$ cat src/rtl/detection_top1_box_select_core_defines.svh
// Assertion macros shared by the box select RTL
`ifndef DETECTION_TOP1_BOX_SELECT_CORE_DEFINES_SVH
`define DETECTION_TOP1_BOX_SELECT_CORE_DEFINES_SVH

// same-cycle implication, clocked on clk, off during reset
`define DTBS_ASSERT_IMP(lbl, ante, cons) \
	lbl: assert property (@(posedge clk) disable iff (!arst_n) (ante) |-> (cons)) \
		else $error("box select check failed");

// next-cycle implication, clocked on clk, off during reset
`define DTBS_ASSERT_NXT(lbl, ante, cons) \
	lbl: assert property (@(posedge clk) disable iff (!arst_n) (ante) |=> (cons)) \
		else $error("box select check failed");

`endif

$ cat src/rtl/dtbs_pkg.sv
// Types, constants and helper functions for the box select block
package dtbs_pkg;

	localparam int QUEUE_DEPTH = 4;
	localparam int QUEUE_PTR_W = $clog2(QUEUE_DEPTH);
	localparam int CFG_IDX_W   = 3;
	localparam int CFG_DATA_W  = 16;
	localparam int DIM_W       = 13;
	localparam int PIX_W       = 12;
	localparam int TWICE_W     = 19;
	localparam int PROD_W      = 36;
	localparam int FRAC_SHIFT  = 17;

	localparam logic [CFG_IDX_W-1:0] CFG_IMAGE_WIDTH     = 3'd0;
	localparam logic [CFG_IDX_W-1:0] CFG_IMAGE_HEIGHT    = 3'd1;
	localparam logic [CFG_IDX_W-1:0] CFG_SCALE_X         = 3'd2;
	localparam logic [CFG_IDX_W-1:0] CFG_SCALE_Y         = 3'd3;
	localparam logic [CFG_IDX_W-1:0] CFG_SCORE_THRESHOLD = 3'd4;

	typedef struct packed {
		logic [15:0] ctr_x;
		logic [15:0] ctr_y;
		logic [15:0] box_w;
		logic [15:0] box_h;
		logic [15:0] class_score;
		logic        last_class;
		logic        last_anchor;
	} item_t;

	typedef struct packed {
		logic             found;
		logic [PIX_W-1:0] rect_x;
		logic [PIX_W-1:0] rect_y;
		logic [PIX_W-1:0] rect_width;
		logic [PIX_W-1:0] rect_height;
	} result_t;

	typedef struct packed {
		logic [15:0] score;
		logic [15:0] ctr_x;
		logic [15:0] ctr_y;
		logic [15:0] box_w;
		logic [15:0] box_h;
		logic        last_anchor;
	} cand_t;

	typedef struct packed {
		logic [DIM_W-1:0] image_width;
		logic [DIM_W-1:0] image_height;
		logic [15:0]      scale_x;
		logic [15:0]      scale_y;
		logic [15:0]      score_threshold;
	} cfg_t;

	function automatic logic [PIX_W-1:0] clamp_bound(input logic [DIM_W-1:0] dim);
		logic [PIX_W-1:0] b;
		b = '0;
		if (dim == '0) begin
			b = '0;
		end else if (dim > DIM_W'(4096)) begin
			b = '1;
		end else begin
			b = PIX_W'(dim - DIM_W'(1));
		end
		return b;
	endfunction

	function automatic logic [PIX_W-1:0] corner_pix(input logic signed [PROD_W-1:0] prod,
			input logic [PIX_W-1:0] bound);
		logic [PROD_W-FRAC_SHIFT-1:0] pix;
		logic [PIX_W-1:0]             r;
		pix = prod[PROD_W-1:FRAC_SHIFT];
		r = '0;
		if (prod[PROD_W-1] || prod == '0) begin
			r = '0;
		end else if (pix > (PROD_W-FRAC_SHIFT)'(bound)) begin
			r = bound;
		end else begin
			r = pix[PIX_W-1:0];
		end
		return r;
	endfunction

endpackage

$ cat src/rtl/dtbs_front.sv
// Front part: per-anchor maximum class score, emits one candidate per anchor
module dtbs_front (
	input  logic            clk,
	input  logic            arst_n,
	input  logic            item_valid,
	output logic            item_ready,
	input  dtbs_pkg::item_t item,
	input  logic            queue_full,
	output logic            push,
	output dtbs_pkg::cand_t cand
);

	logic [15:0] anchor_max_q;
	logic [15:0] score_max;
	logic        accept;

	assign item_ready = !queue_full;
	assign accept     = item_valid && item_ready;
	assign score_max  = (item.class_score > anchor_max_q) ? item.class_score : anchor_max_q;
	assign push       = accept && item.last_class;

	always_comb begin
		cand.score       = score_max;
		cand.ctr_x       = item.ctr_x;
		cand.ctr_y       = item.ctr_y;
		cand.box_w       = item.box_w;
		cand.box_h       = item.box_h;
		cand.last_anchor = item.last_anchor;
	end

	always_ff @(posedge clk or negedge arst_n) begin
		if (!arst_n) begin
			anchor_max_q <= '0;
		end else if (accept) begin
			anchor_max_q <= item.last_class ? '0 : score_max;
		end
	end

endmodule

$ cat src/rtl/dtbs_queue.sv
// Short candidate queue between front and back parts
`include "detection_top1_box_select_core_defines.svh"
module dtbs_queue (
	input  logic            clk,
	input  logic            arst_n,
	input  logic            push,
	input  dtbs_pkg::cand_t push_data,
	output logic            full,
	input  logic            pop,
	output logic            empty,
	output dtbs_pkg::cand_t head
);

	dtbs_pkg::cand_t                   entry_q [dtbs_pkg::QUEUE_DEPTH];
	logic [dtbs_pkg::QUEUE_PTR_W-1:0]  wr_ptr_q;
	logic [dtbs_pkg::QUEUE_PTR_W-1:0]  rd_ptr_q;
	logic [dtbs_pkg::QUEUE_PTR_W:0]    count_q;

	assign full  = (count_q == (dtbs_pkg::QUEUE_PTR_W+1)'(dtbs_pkg::QUEUE_DEPTH));
	assign empty = (count_q == '0);
	assign head  = entry_q[rd_ptr_q];

	always_ff @(posedge clk) begin
		if (push) begin
			entry_q[wr_ptr_q] <= push_data;
		end
	end

	always_ff @(posedge clk or negedge arst_n) begin
		if (!arst_n) begin
			wr_ptr_q <= '0;
			rd_ptr_q <= '0;
			count_q  <= '0;
		end else begin
			if (push) begin
				wr_ptr_q <= wr_ptr_q + 1'b1;
			end
			if (pop) begin
				rd_ptr_q <= rd_ptr_q + 1'b1;
			end
			unique case ({push, pop})
				2'b10:   count_q <= count_q + 1'b1;
				2'b01:   count_q <= count_q - 1'b1;
				default: count_q <= count_q;
			endcase
		end
	end

	`DTBS_ASSERT_IMP(a_no_push_full, push, !full)
	`DTBS_ASSERT_IMP(a_no_pop_empty, pop, !empty)

endmodule

$ cat src/rtl/dtbs_back.sv
// Back part: best-score tracking, corner scaling pipeline, result register
`include "detection_top1_box_select_core_defines.svh"
module dtbs_back (
	input  logic              clk,
	input  logic              arst_n,
	input  dtbs_pkg::cfg_t    cfg,
	input  logic              empty,
	input  dtbs_pkg::cand_t   head,
	output logic              pop,
	output logic              result_valid,
	input  logic              result_ready,
	output dtbs_pkg::result_t result
);

	localparam int PW = dtbs_pkg::PIX_W;
	localparam int TW = dtbs_pkg::TWICE_W;
	localparam int MW = dtbs_pkg::PROD_W;

	logic        adv;
	logic        win;
	logic        best_valid_q;
	logic [15:0] best_score_q;

	logic                 v_s1, win_s1, last_s1, found_s1;
	logic signed [TW-1:0] tx1_s1, tx2_s1, ty1_s1, ty2_s1;
	logic                 v_s2, win_s2, last_s2, found_s2;
	logic signed [MW-1:0] px1_s2, px2_s2, py1_s2, py2_s2;
	logic                 v_s3, win_s3, last_s3, found_s3;
	logic [PW-1:0]        x1_s3, x2_s3, y1_s3, y2_s3;

	logic [PW-1:0] best_left_q, best_top_q, best_span_x_q, best_span_y_q;
	logic [PW-1:0] bound_x, bound_y;
	logic [PW-1:0] left_sel, top_sel, span_x_sel, span_y_sel;
	logic          result_valid_q;
	dtbs_pkg::result_t result_q;

	assign adv = !result_valid_q || result_ready;
	assign pop = adv && !empty;
	assign win = (head.score > cfg.score_threshold) &&
		(!best_valid_q || head.score > best_score_q);

	assign bound_x = dtbs_pkg::clamp_bound(cfg.image_width);
	assign bound_y = dtbs_pkg::clamp_bound(cfg.image_height);

	always_ff @(posedge clk or negedge arst_n) begin
		if (!arst_n) begin
			best_valid_q <= 1'b0;
			best_score_q <= '0;
			v_s1 <= 1'b0;
			v_s2 <= 1'b0;
			v_s3 <= 1'b0;
			result_valid_q <= 1'b0;
		end else if (adv) begin
			if (pop) begin
				if (head.last_anchor) begin
					best_valid_q <= 1'b0;
					best_score_q <= '0;
				end else if (win) begin
					best_valid_q <= 1'b1;
					best_score_q <= head.score;
				end
			end
			v_s1 <= pop;
			v_s2 <= v_s1;
			v_s3 <= v_s2;
			result_valid_q <= v_s3 && last_s3;
		end
	end

	always_ff @(posedge clk) begin
		if (adv) begin
			win_s1   <= win;
			last_s1  <= head.last_anchor;
			found_s1 <= best_valid_q || win;
			tx1_s1   <= $signed({2'b00, head.ctr_x, 1'b0}) - $signed({3'b000, head.box_w});
			tx2_s1   <= $signed({2'b00, head.ctr_x, 1'b0}) + $signed({3'b000, head.box_w});
			ty1_s1   <= $signed({2'b00, head.ctr_y, 1'b0}) - $signed({3'b000, head.box_h});
			ty2_s1   <= $signed({2'b00, head.ctr_y, 1'b0}) + $signed({3'b000, head.box_h});

			win_s2   <= win_s1;
			last_s2  <= last_s1;
			found_s2 <= found_s1;
			px1_s2   <= tx1_s1 * $signed({1'b0, cfg.scale_x});
			px2_s2   <= tx2_s1 * $signed({1'b0, cfg.scale_x});
			py1_s2   <= ty1_s1 * $signed({1'b0, cfg.scale_y});
			py2_s2   <= ty2_s1 * $signed({1'b0, cfg.scale_y});

			win_s3   <= win_s2;
			last_s3  <= last_s2;
			found_s3 <= found_s2;
			x1_s3    <= dtbs_pkg::corner_pix(px1_s2, bound_x);
			x2_s3    <= dtbs_pkg::corner_pix(px2_s2, bound_x);
			y1_s3    <= dtbs_pkg::corner_pix(py1_s2, bound_y);
			y2_s3    <= dtbs_pkg::corner_pix(py2_s2, bound_y);

			if (v_s3 && win_s3) begin
				best_left_q   <= left_sel;
				best_top_q    <= top_sel;
				best_span_x_q <= span_x_sel;
				best_span_y_q <= span_y_sel;
			end
			if (v_s3 && last_s3) begin
				result_q.found       <= found_s3;
				result_q.rect_x      <= found_s3 ? left_sel : '0;
				result_q.rect_y      <= found_s3 ? top_sel : '0;
				result_q.rect_width  <= found_s3 ? span_x_sel : '0;
				result_q.rect_height <= found_s3 ? span_y_sel : '0;
			end
		end
	end

	always_comb begin
		if (win_s3) begin
			left_sel   = x1_s3;
			top_sel    = y1_s3;
			span_x_sel = x2_s3 - x1_s3;
			span_y_sel = y2_s3 - y1_s3;
		end else begin
			left_sel   = best_left_q;
			top_sel    = best_top_q;
			span_x_sel = best_span_x_q;
			span_y_sel = best_span_y_q;
		end
	end

	assign result_valid = result_valid_q;
	assign result       = result_q;

	`DTBS_ASSERT_IMP(a_empty_rect_zero, result_valid_q && !result_q.found, (result_q.rect_x == '0) && (result_q.rect_y == '0) && (result_q.rect_width == '0) && (result_q.rect_height == '0))
	`DTBS_ASSERT_IMP(a_score_needs_valid, !best_valid_q, best_score_q == '0)
	`DTBS_ASSERT_NXT(a_frame_clears, pop && head.last_anchor, !best_valid_q)
	`DTBS_ASSERT_IMP(a_win_implies_found, v_s3 && win_s3, found_s3)

endmodule

$ cat src/rtl/detection_top1_box_select_core.sv
// Top level of the top-1 detection box select block
// Usage:
//   item channel (item_valid/item_ready/item) takes one class score per transfer,
//   anchor by anchor; last_class marks an anchor's final class, last_anchor marks
//   every item of the frame's final anchor.
//   result channel (result_valid/result_ready/result) gives one transfer per frame,
//   on the item with both flags set: the best box in image pixels, or found = 0.
//   cfg_write/cfg_index/cfg_data write image size, scales and score threshold;
//   write only while the block is idle.
// Throughput: one item per cycle while the queue is not full.
// Result path: the frame's last candidate is written into the queue, then
//   passes the back-end stages (corner sums, scale multiply, clamp, result
//   register), and result_valid rises from the result register.
// Reset: clears the per-anchor maximum, the best score, the queue and the
//   pipeline; registers return to 640 x 640, scale 1.0, threshold 6554.
// Stall: a held result freezes the back end; the four-entry queue keeps taking
//   anchors until it fills, then item_ready drops.
module detection_top1_box_select_core (
	input  logic                              clk,
	input  logic                              arst_n,
	input  logic                              item_valid,
	output logic                              item_ready,
	input  dtbs_pkg::item_t                   item,
	output logic                              result_valid,
	input  logic                              result_ready,
	output dtbs_pkg::result_t                 result,
	input  logic                              cfg_write,
	input  logic [dtbs_pkg::CFG_IDX_W-1:0]    cfg_index,
	input  logic [dtbs_pkg::CFG_DATA_W-1:0]   cfg_data
);

	dtbs_pkg::cfg_t  cfg_q;
	dtbs_pkg::cand_t cand;
	dtbs_pkg::cand_t head;
	logic            push, pop, full, empty;

	always_ff @(posedge clk or negedge arst_n) begin
		if (!arst_n) begin
			cfg_q.image_width     <= dtbs_pkg::DIM_W'(640);
			cfg_q.image_height    <= dtbs_pkg::DIM_W'(640);
			cfg_q.scale_x         <= 16'd4096;
			cfg_q.scale_y         <= 16'd4096;
			cfg_q.score_threshold <= 16'd6554;
		end else if (cfg_write) begin
			unique case (cfg_index)
				dtbs_pkg::CFG_IMAGE_WIDTH:     cfg_q.image_width <= cfg_data[dtbs_pkg::DIM_W-1:0];
				dtbs_pkg::CFG_IMAGE_HEIGHT:    cfg_q.image_height <= cfg_data[dtbs_pkg::DIM_W-1:0];
				dtbs_pkg::CFG_SCALE_X:         cfg_q.scale_x <= cfg_data;
				dtbs_pkg::CFG_SCALE_Y:         cfg_q.scale_y <= cfg_data;
				dtbs_pkg::CFG_SCORE_THRESHOLD: cfg_q.score_threshold <= cfg_data;
				default:                       cfg_q <= cfg_q;
			endcase
		end
	end

	dtbs_front u_front (
		.clk        (clk),
		.arst_n     (arst_n),
		.item_valid (item_valid),
		.item_ready (item_ready),
		.item       (item),
		.queue_full (full),
		.push       (push),
		.cand       (cand)
	);

	dtbs_queue u_queue (
		.clk       (clk),
		.arst_n    (arst_n),
		.push      (push),
		.push_data (cand),
		.full      (full),
		.pop       (pop),
		.empty     (empty),
		.head      (head)
	);

	dtbs_back u_back (
		.clk          (clk),
		.arst_n       (arst_n),
		.cfg          (cfg_q),
		.empty        (empty),
		.head         (head),
		.pop          (pop),
		.result_valid (result_valid),
		.result_ready (result_ready),
		.result       (result)
	);

endmodule
$ cat config.mk
export PLATFORM = sky130hd
export DESIGN_NAME = detection_top1_box_select_core
export DESIGN_NICKNAME = d
export VERILOG_FILES = /design/src/rtl/dtbs_pkg.sv /design/src/rtl/dtbs_front.sv /design/src/rtl/dtbs_queue.sv /design/src/rtl/dtbs_back.sv /design/src/rtl/detection_top1_box_select_core.sv
export VERILOG_INCLUDE_DIRS = /design/src /design/src/rtl
export SDC_FILE = /design/constraint.sdc
export NUM_CORES = 2
export LEC_CHECK = 0
export CAP_MARGIN = 5
export CORE_UTILIZATION = 57
export CTS_CLUSTER_DIAMETER = 200
export DETAILED_ROUTE_END_ITERATION = 8
export DONT_BUFFER_PORTS = 1
export PLACE_DENSITY = 0.72
export SYNTH_ARGS = -nofsm -noshare
export SYNTH_HDL_FRONTEND = slang
export SYNTH_SLANG_ARGS = --single-unit
$ cat constraint.sdc
create_clock -name clk -period 31.6 [get_ports clk]
set_clock_uncertainty 0.15 [all_clocks]
set_input_delay 3.16 -clock clk [delete_from_list [all_inputs] [get_ports clk]]
set_output_delay 3.16 -clock clk [all_outputs]
set_load 0.05 [all_outputs]
; Word-level counts from Yosys, hierarchy flattened
; Memory sizes are Yosys's and may differ from the RTL's.
; Cells that the tools add are included.
[op_classes]
addsub = 12
n_mul = 4
n_div = 0
magnitude_cmp = 9
eq_ne = 7
shifts = 0
mux = 21
bitwise = 0
n_reduce_logical = 35
[ops]
columns = operator, n
row1 = 36-bit logical NOT, 4
row2 = 12-bit 2-to-1 mux, 12
row3 = 19-bit by 12-bit greater-than comparator with 1-bit output, 4
row4 = 18-bit by 17-bit multiplier with 35-bit output, 2
row5 = 18-bit by 16-bit multiplier with 34-bit output, 2
row6 = 16-bit 2-to-1 mux, 4
row7 = 16-bit greater-than comparator, 3
row8 = 17-bit by 16-bit adder with 18-bit output, 2
row9 = 17-bit by 16-bit subtractor with 18-bit output, 2
row10 = 13-bit greater-than comparator (second input constant), 2
row11 = 13-bit logical NOT, 2
row12 = 12-bit by 1-bit subtractor with 12-bit output (second input constant), 2
row13 = 12-bit subtractor, 2
row14 = 2-bit AND reduction, 7
row15 = 1-bit logical OR, 7
row16 = 3-bit by 2-bit == test with 1-bit output (second input constant), 2
row17 = 3-bit == test (second input constant), 2
row18 = 1-bit logical AND, 6
row19 = 3-bit logical NOT, 2
row20 = 3-bit one-hot mux with 2 select lines, 1
row21 = 2-bit by 1-bit adder with 2-bit output (second input constant), 2
row22 = 1-bit logical NOT, 4
row23 = 1-bit 2-to-1 mux, 4
row24 = 2-bit nonzero test, 2
row25 = other kinds (6), 6
[totals]
register_bits = 488
latch_bits = 0
ramBits = 324
rom_bits = 0
output_inout_bits = 51
wordCells = 134
n_memories = 1
[memory_table]
columns = memory, words, word_bits, read_ports, rd_ports_with_merged_regs, write_ports, line
row1 = u_queue.entry_q, 4, 81, 1, 0, 1, dtbs_queue.sv:14  ; dtbs_pkg::cand_t entry_q [dtbs_pkg::QUEUE_DEPTH];

; Longest topological paths before layout
[depth]
depth_word = 6
ltp_mapped = 26

; Cells and area by module
; Synthesis repeated with hierarchy kept, for this count alone.
[hier_totals]
cells_unflattened = 7006
hier_area_um2 = 76913.8
[modules_own_cells]
columns = mod, n_inst, cells_each, area_per_inst_um2, seq_area_each_um2
row1 = dtbs_back, 1, 6186, 60192.7, 11335.9
row2 = dtbs_queue, 1, 460, 12090.3, 9904.5
row3 = detection_top1_box_select_core, 1, 160, 2932.8, 1868.0
row4 = dtbs_front, 1, 200, 1697.9, 400.4

; Worst setup path before layout
; No wires, ideal clock.
[synth_timing]
kind = input to register
start = in result_ready
end = reg u_back.result_q, in the netlist u_back.result[0] (enable)
setup_time_ns = 0.461
arrival_ns = 13.011
setup_slack_ns = 17.978
stages = 3
path_cell_list = nand2b_1 clkbuf_1 nor2b_1
[synth_between]
elab_chain_cells = 2
[synth_lines]
columns = item, line
row1 = "start, declared", detection_top1_box_select_core.sv:25  ; input logic result_ready,
row2 = 1-bit logical OR, dtbs_back.sv:37  ; assign adv = !result_valid_q || result_ready;
row3 = net u_back.adv, dtbs_back.sv:19  ; logic adv;
row4 = 2-bit AND reduction (no source line), n/a
row5 = "end, declared", dtbs_back.sv:35  ; dtbs_pkg::result_t result_q;
; The timed path passes the listed nets, and every way through them passes these cells.
; A chain may end at the register's enable or synchronous reset.

; Worst setup path in the final report
[layout_timing]
start = reg cfg_q[37] (netlist bit)
end = reg u_back.px2_s2[30] (data pin)
[layout_between]
elab_chain_cells = 1
[layout_lines]
columns = item, line
row1 = "start, declared", detection_top1_box_select_core.sv:32  ; dtbs_pkg::cfg_t cfg_q;
row2 = "start signal, assigned", detection_top1_box_select_core.sv:51  ; default: cfg_q <= cfg_q;
row3 = 18-bit by 16-bit multiplier with 34-bit output, dtbs_back.sv:84  ; px2_s2 <= tx2_s1 * $signed({1'b0, cfg.scale_x});
row4 = "end signal, assigned", dtbs_back.sv:84
row5 = "end, declared", dtbs_back.sv:27  ; logic signed [MW-1:0] px1_s2, px2_s2, py1_s2, py2_s2;
; No other way between the ends.

==> results.md <==
- R2R depth: 23
- Pins Over Slew Limit: 0
- Sequential-to-total area share from yosys stat: 30.9%
- Die area: 135000 sq um
- Status: complete, no violations
- Vias: ~49k
- Core area: ~130000 sq um
- Syn Inst Count: 6975
- Post-synthesis cell type count: 83
- Number of vias per cell: 5.60
- Clock sinks: approximately 800
- Critical Path Source Type: register
- Setup crit end kind: register
- Reg2reg end: u_back.px2_s2[30]
- Syn Nets: 8695
- Largest net degree at the start of global routing: 132
- Worst stage delay on the critical path: 760 ps
- CTS buffer count: 87
- Slowest stage cell, crit path: dfrtp_1
- Initial antenna violation count: 14
- Setup_tns: 0 ps
- Vias in the first global route: 51.9k
- CTS root buffer: clkbuf_16
- Dominant synthesized flop cell: edfxtp_1
- Top cell by count, worst path: fa_1
- GR Util All Layers: 25.8%
- Hold Crit Depth: 0
- Layout cells sized above 1: between 6 and 7%
- Worst-Margin Slew: 1230 ps
- Post-CTS Hold Fix Bufs: 0
- CTS H-Tree Depth: 3
- Asr flop ratio synth: ~15%
- Clock latency on the worst-skew pair: 710 ps
- Hold_sp: u_back.win_s1
- CTS tree: built
- Row count: ~130
- Crit path cell chain: buf_4, and2_1, fa_1, inv_1, fa_1, fa_1, inv_1, fa_1, fa_1, inv_1, fa_1, inv_1, ha_1, o21ai_0, a211oi_1, a21boi_0, o31ai_1, nand3_1, a21boi_0, o21a_1, o21ai_0, a21oi_1, a31oi_1
- Slew Limit Headroom: 17.3%
- Nets@finish: 8572
- Clock buffer depth: 3
- Area after DPL: 77800 sq um
- Min Tclk post-route: 7220 ps
- Chip height: between 300 and 400 um
- Fin area: between 80000 and 90000 sq um
- Global-route wire length before repair: 276 mm
- Routed WL: 169 mm
- Clock transition at the registers of the reported paths: 60 ps
- Critical path class: reg2reg
- ANT nets after route: 0
- Die W: roughly 370 um
- Post-DP HPWL: 128 mm
- WL/cell: 19.4 um
- Unrepaired setup endpoints after global routing: no
- Worst EP arrival: 7510 ps
- Total grt overflow: 0
- Filler cell count in the final layout: 10.5k
- Achievable Freq: ~0.14 GHz
- Hold path endpoint: u_back.win_s2
- # Post-CTS Setup Buffers: 0
- Worst Path Required: 31890 ps
- Crit Reg-Reg Startpoint: cfg_q[37]
- Maxcap violations: 0
- DR iter-0 viols: around 3.4k
- DRT Pass-1 Iters: 5
- Routability cong.: roughly 0.91
- Num ports: 157
- Mapped Avg Cell Area: 10.9 sq um
- WHS: 272 ps
- Synthesis-to-finish area growth: 6.28%
- Post-cts gate resize count: 0
- Final setup viols: 0
- Min-Delay Path Class: reg2reg
- EDFF count, synth: 684
- DRC violations left: 0
- Final Hold Fails: 0
- Buffers on Ports: 0
- Crit share post-route: 22.9%
- Synthesized area: 76100 sq um
- Max Fanout on Critical Path: 20
- Effective utilization at floorplan: 57.7%
- YS warnings: 0
- Flops & latches, synth: 802
- Register-to-Register Setup Slack: 24380 ps
worst max path at each step:
| stage | start | endpoint | cells past startpoint |
|---|---|---|---|
| finish | cfg_q[37] | u_back.px2_s2[30] | 23 |
| global route | cfg_q[37] | u_back.px2_s2[30] | 23 |
| CTS | cfg_q[37] | u_back.px2_s2[30] | 23 |
| detailed placement | cfg_q[37] | u_back.px2_s2[30] | 23 |
| global placement | cfg_q[37] | u_back.px2_s2[30] | 23 |
| floorplan | result_ready | u_back.result[0] | 3 |
worst max-delay path: cells and delay by family (launching register included):
kind,cells,cell delay [ps]
buf+inv,5,600
fa+ha+maj,7,3170
compound gates,9,1930
simple gates,2,320
flops,1,760
synth_stat cells (all sizes together) (77+ instances only):
master,n,share of area (%)
a21o,77,0.76
a21oi,177,1.2
and2,568,4.7
clkbuf,243,1.2
dfrtp,105,3.5
edfxtp,684,27
fa,1037,27
ha,577,9.5
inv,1419,7.0
mux2,96,1.4
mux4,81,2.4
nand2,767,3.8
nor2,164,0.81
o21ai,151,1.0
xnor2,157,1.8
through the flow:
step	std cells	worst slack (ps)	utilization, %
after CTS	8679	24390	61.3
after detailed placement	8518	24420	59.0
after floorplan	6975	17980	-
after global routing	8680	23940	61.3
final	8688	24380	61.3
after global placement	8518	24580	59.0
state kept, by name (all words and copies together) (netlist names), 16 cells and up:
name and count:
u_queue.entry_q 324, cfg_q 74, u_back.result 49, u_back.px1_s2 35, u_back.py1_s2 35, u_back.px2_s2 33
u_back.py2_s2 33, u_back.tx2_s1 18, u_back.ty2_s1 18, u_back.tx1_s1 17, u_back.ty1_s1 17, u_back.best_score_q 16
u_front.anchor_max_q 16
cell type report:
class	count	area (sq um)	share of cell area, %
antenna	9	22.5	0.0278
tap	1755	2200	2.71
timing repair buffer	54	418	0.517
multi-input combinational	4488	46300	57.3
sequential	802	23500	29.1
clock inverter	53	751	0.928
clock buffer	108	2310	2.85
inverter	1419	5330	6.59
layout by cell type (no fill, tap or decap), drive strengths merged, types with 31 or more instances in the layout:
master  count
ha        577
clkbuf    108
nand2     767
dfrtp     105
a21oi     177
edfxtp    684
nand4      31
inv      1426
o21a       31
o21ai     151
a211oi     32
xnor2     157
nor4       34
xor2       62
nor2b      35
and2      568
nand2b     32
nand3      36
fa       1037
buf        54
nor3       53
a22o       31
mux4       81
mux2       96
mux2i      34
nor2      164
a21o       77
logic make-up (layout without fill, tap and decap cells):
kind of cell,count (synthesis),after routing,synth area share (%)
and+or+nand+nor,1803,1803,11.7
buffers and inverters,1685,1634,8.33
adders and majority gates,1614,1614,36.8
DFF,802,802,30.9
AOI/OAI and AO/OA,641,641,5.50
xor gates and xnor gates,219,219,2.52
muxes,211,211,4.26
other,0,9,0
routing by layer:
layer | GRT usage, % | vias up | wire length, um
met1 | 36.6 | 24700 | 74200
met5 | 0 | - | 115
li1 | - | 22000 | -
met4 | 6.01 | 14 | 3520
met3 | 6.14 | 265 | 14400
met2 | 40.5 | 1688 | 76300
Power is not shown: default switching activity piles up to over one toggle a cycle in this logic, so the estimate is an artifact.
